### src/rtl/kvt_pkg.sv
// Package for the key/value table: response codes and request opcodes.
// No dependencies; used by all files of the block.
package kvt_pkg;
   localparam logic [1:0] RSP_FOUND  = 2'd0;
   localparam logic [1:0] RSP_MISS   = 2'd1;
   localparam logic [1:0] RSP_STORED = 2'd2;
   localparam logic [1:0] RSP_ERROR  = 2'd3;
   localparam logic REQ_GET = 1'b0;
   localparam logic REQ_SET = 1'b1;

   // Per-cell search result handed along the chain.
   typedef struct packed {
      logic hit_found;
      logic free_found;
   } chain_type;

   function automatic logic [63:0] byte_mask(input logic [4:0] len, input logic [4:0] base);
      logic [63:0] m;
      logic [4:0]  n;
      m = '0;
      n = len - base;
      if (len > base) begin
         if (n >= 5'd8) m = '1;
         else m = (64'd1 << {n[2:0], 3'b000}) - 64'd1;
      end
      return m;
   endfunction
endpackage

### src/rtl/kvt_cell.sv
// One table entry: stored key, value and flags plus its own compare.
// Depends on kvt_pkg.
module kvt_cell
   import kvt_pkg::*;
(
   input  logic         clock,
   input  logic         reset,
   input  logic [4:0]   key_len,
   input  logic [127:0] key,
   input  logic         wr_en,
   input  logic [4:0]   wr_vlen,
   input  logic [127:0] wr_value,
   input  logic [31:0]  wr_flags,
   input  logic [31:0]  wr_expiry,
   input  chain_type    chain_in,
   output chain_type    chain_out,
   output logic         hit,
   output logic         first_free,
   output logic [4:0]   stored_vlen,
   output logic [127:0] value,
   output logic [31:0]  flags
);
   logic         valid_ff;
   logic [4:0]   key_len_ff;
   logic [127:0] key_ff;
   logic [4:0]   vlen_ff;
   logic [127:0] value_ff;
   logic [31:0]  flags_ff;
   logic [31:0]  expiry_ff;
   logic         match;

   assign match      = valid_ff && key_len_ff == key_len && key_ff == key;
   assign hit        = match && !chain_in.hit_found;
   assign first_free = !valid_ff && !chain_in.free_found;
   assign chain_out.hit_found  = chain_in.hit_found || match;
   assign chain_out.free_found = chain_in.free_found || !valid_ff;
   assign stored_vlen = vlen_ff;
   assign value      = value_ff;
   assign flags      = flags_ff;

   always_ff @(posedge clock) begin
      if (reset) begin
         valid_ff <= 1'b0;
      end else if (wr_en) begin
         valid_ff <= 1'b1;
      end
      if (wr_en) begin
         key_len_ff <= key_len;
         key_ff     <= key;
         vlen_ff    <= wr_vlen;
         value_ff   <= wr_value;
         flags_ff   <= wr_flags;
         expiry_ff  <= wr_expiry;
      end
   end

   // Expiry is stored but not output; it never gates a hit.
   logic unused_expiry;
   assign unused_expiry = ^expiry_ff;
endmodule

### config.mk
export PLATFORM = sky130hd
export DESIGN_NAME = kvt_cell
export DESIGN_NICKNAME = d
export VERILOG_FILES = /design/src/rtl/kvt_pkg.sv /design/src/rtl/kvt_cell.sv
export SDC_FILE = /design/constraint.sdc
export NUM_CORES = 1
export LEC_CHECK = 0
export ABC_CLOCK_PERIOD_IN_PS = 3400
export BUFFER_PORTS_ARGS = -buffer_cell sky130_fd_sc_hd__buf_2
export CAP_MARGIN = 20
export CELL_PAD_IN_SITES_DETAIL_PLACEMENT = 1
export CELL_PAD_IN_SITES_GLOBAL_PLACEMENT = 1
export CORE_AREA = 2 2 180 217
export DETAILED_ROUTE_END_ITERATION = 10
export DIE_AREA = 0 0 182 219
export GPL_ROUTABILITY_DRIVEN = 0
export GPL_TIMING_DRIVEN = 0
export PLACE_DENSITY = 0.71
export SYNTH_ARGS = -nofsm -noshare
export SYNTH_HDL_FRONTEND = slang
export SYNTH_SLANG_ARGS = --single-unit
export TNS_END_PERCENT = 10
### constraint.sdc
create_clock -name clock -period 3.4 [get_ports clock]
set_input_delay 0.68 -clock clock [delete_from_list [all_inputs] [get_ports clock]]
set_output_delay 0.68 -clock clock [all_outputs]
set_load 0.02 [all_outputs]
-- Word level (Yosys, flattened, before mapping)
Cells that the tools add are included.
Widths: inputs -> output; s select.
- reductions and logical operators: 9
- eq/ne operators: 2
- operator list (kind ; count):
    $eq 128x128->1 ; 1
    $eq 5x5->1 ; 1
    $logic_and 1x1->1 ; 4
    $logic_not 1->1 ; 3
    $logic_or 1x1->1 ; 2
- output and inout port bits: 169
- word-level logic and storage cells: 17
- bits of input ports: 335
- register bits: 299

-- Logic depth before layout (Yosys ltp)
- word-level depth: 4
- depth in mapped cells: 6

-- Worst setup path after synthesis
OpenSTA, ideal clock, no wires.
- kind: input -> output
- start point: in key[87]
- end point: out hit
- buffers on the path: 0
- stages: 6
- arrival: 2.341 ns
- setup slack: 0.379 ns
- cell sequence: nor2b_1 a2111o_1 a2111oi_2 nand4_1 or4_4 nor2_2
- word-level cells in the longest chain between the ends: 3
- ends and longest elaborated chain (item ; line ; RTL):
    start: declaration ; kvt_cell.sv:9 ; input logic [127:0] key,
    $eq 128x128->1 ; kvt_cell.sv:32 ; assign match = valid_ff && key_len_ff == key_len && key_ff == key;
    $logic_and 1x1->1 ; kvt_cell.sv:32 ;
    $logic_and 1x1->1 ; kvt_cell.sv:33 ; assign hit = match && !chain_in.hit_found;
    end: declaration ; kvt_cell.sv:17 ; output logic hit,
No other way between the ends.

==> metrics.txt <==
top_reg_cell synth edfxtp_1; maxcap violations 0; layout cell share with drive strength beyond 1 49.8%; met2 wire length 17800 um; pwr dens 602 nW/um2; slowest library cell on the worst path or4_4; Syn Area/Cell 19.4 um2; Cell Area, Synth 10800 um2; Rel. slew slack 54.1%; worst-path maximum fanout 2; Total Power 9.11 mW; Post-route DRC 0; setup ws final -48.6 ps; vias in the first global route 7702; GRT Total Usage 17.5%; fin nets 1405; placed cells 1513; setup tns final -90.6 ps; clock net sink count 299; Psw 2.21 mW; Port Buffer Count 471; Post-synth EDFFs 298; filler cell count in the final layout 3929; initial antenna violation count 12; Int Pwr 6.90 mW; Core Util, Final 40.1%; met3 wire len 4590 um; Final Setup Violations 2; Bufs on Longest Clock Path 3; top cell type's share of synthesized area 82.5%; Syn Nets 895; min Tclk post-route 3450 ps; DR iter-0 viols 325; first-pass GRT wire length 50100 um; Crit path largest cell delay 600 ps; WL/cell 22.9 um; leak pwr 6.01 nW; Vias 7136; hold slack final 329 ps; post-synthesis sequential area ratio 82.7%; failing checks setup timing; Max Slew Vio Count 0; Final HPWL DP 28200 um; Crit Path Class flop to primary output; dominant cells by area after synthesis edfxtp_1 82%, xnor2_1 5.2%, nor2b_1 2.8%; Flop pwr share 49.3%; final WL 36200 um; synth unique cells 27; synthesized flop and latch total 299; Fin. Hold Viols 0; fmax 0.290 GHz; Worst setup SP type flop; Combinational Power Share 10.6%; sw frac 24.3%; area grow syn2layout 39.3%; Synthesis Warnings 0; most common cell in the synthesized netlist edfxtp_1; worst-skew pair later-pin latency 510 ps; Layout Cells excl Fill 1583; asr flop ratio synth 0%; Reg clk slew, reported paths 60 ps; RSZ-0062 raised after global routing yes; Worst Tran Pin Value 689 ps; DRT met1 WL 12800 um; post-placement cell area 13900 um2; Commonest cells post-synth 298 x edfxtp_1, 64 x xnor2_1, 49 x nor2b_1; delay-heaviest family, CP simple AND/OR/NAND/NOR gates; FP Rows 78; clk_skew 0 ps; Worst Path Arrival 2770 ps; Die X-Extent 182 um; post-place setup slack -432 ps; Finished Cell Area 15100 um2; die area 39900 um2; WP buf/inv 1; remaining global-route overflow 0; largest net degree at the start of global routing 119; status finished, violations left; Worst Hold Class input port to flop; Initial Util 28.8%; I/O pin cnt 504; core outline area 37700 um2; vias per cell 4.51; Routed Antenna Nets 0; Clk pwr share 40.2%; root buffer cell clkbuf_16; critical path cell sequence nor2b_1 -> a2111o_1 -> a2111oi_4 -> nand4_1 -> or4_4 -> nand2b_1 -> buf_6; Tcrit/Tclk final 101%; Die Y-Extent 219 um; post-synthesis cell count 560; CTS tree yes; CP required 2720 ps; Peak VDD IR 0.000416 V; cell taking the most area after synthesis edfxtp_1; First-pass DRT Iterations 6; TritonCTS Buffers 35; crit path capture type primary output; H-tree depth 2; uppermost layer routed met5
==> kinds of logic after synthesis <==
group           synth area share (%)
flops                           82.7
simple gates                    7.08
xor+xnor                        5.17
compound gates                  3.83
buf+inv                         1.25
==> timing repair <==
action | 4_1_cts | 5_1_grt
setup buffers | 0 | 0
resized for setup | 11 | 10
pin swaps | 2 | 7
endpoints found under the setup margin | 2 | 2
hold buffers | 0 | 0
==> path summary, 6_finish.rpt <==
| check | start | to | slack, ps | depth (start not counted) |
|---|---|---|---|---|
| worst max register to register | valid_ff | valid_ff | 2730 | 2 |
| worst min-delay path | reset | valid_ff | 330 | 2 |
| worst max-delay path | key_ff[2] | chain_out[1] | -50 | 7 |
| worst min register to register | valid_ff | valid_ff | 570 | 2 |
==> per-layer routing <==
metal | up-vias | track usage [%]
met1 | 3526 | 18.7
li1 | 3187 | -
met5 | - | 0
met2 | 360 | 29.8
met4 | 6 | 5.27
met3 | 57 | 9.48
==> cell type report <==
class	instances	area, um2	area share, %
diodes	8	20.0	0.132
clock buffers	43	906	5.99
clock inverters	19	188	1.24
inverters	36	135	0.894
multi-input cells	225	1860	12.3
flip-flops and latches	299	8970	59.3
well taps	480	601	3.97
repair buffers	473	2430	16.1
==> state kept, by name, summed over array words and instances, names as in the netlist <==
name	flops
key_len_ff	5
valid_ff	1
stored_vlen	5
value	128
flags	32
key_ff	128
==> power groups by stage <==
stage	Combinational [mW]	Clock, mW	Sequential, mW
after CTS	0.966	3.79	4.49
after global routing	1.04	3.90	4.52
after detailed placement	0.953	0	4.56
after floorplan	0.195	0	4.76
after global placement	0.926	0	4.58
final	0.961	3.66	4.49
==> cell usage in the layout, fill, tap and decap left out, types with 5 or more instances in the layout <==
| cell | n |
|---|---|
| inv_1 | 31 |
| a2111o_1 | 16 |
| clkbuf_1 | 8 |
| clkinv_2 | 5 |
| o22ai_1 | 9 |
| nor4_2 | 5 |
| xnor2_1 | 63 |
| clkbuf_16 | 35 |
| o2111ai_1 | 8 |
| nand4_1 | 19 |
| nand2b_1 | 27 |
| clkinv_1 | 5 |
| nor2b_1 | 49 |
| edfxtp_1 | 298 |
| diode_2 | 8 |
| buf_2 | 468 |
Note: power is estimated with default switching activity, not from simulation.
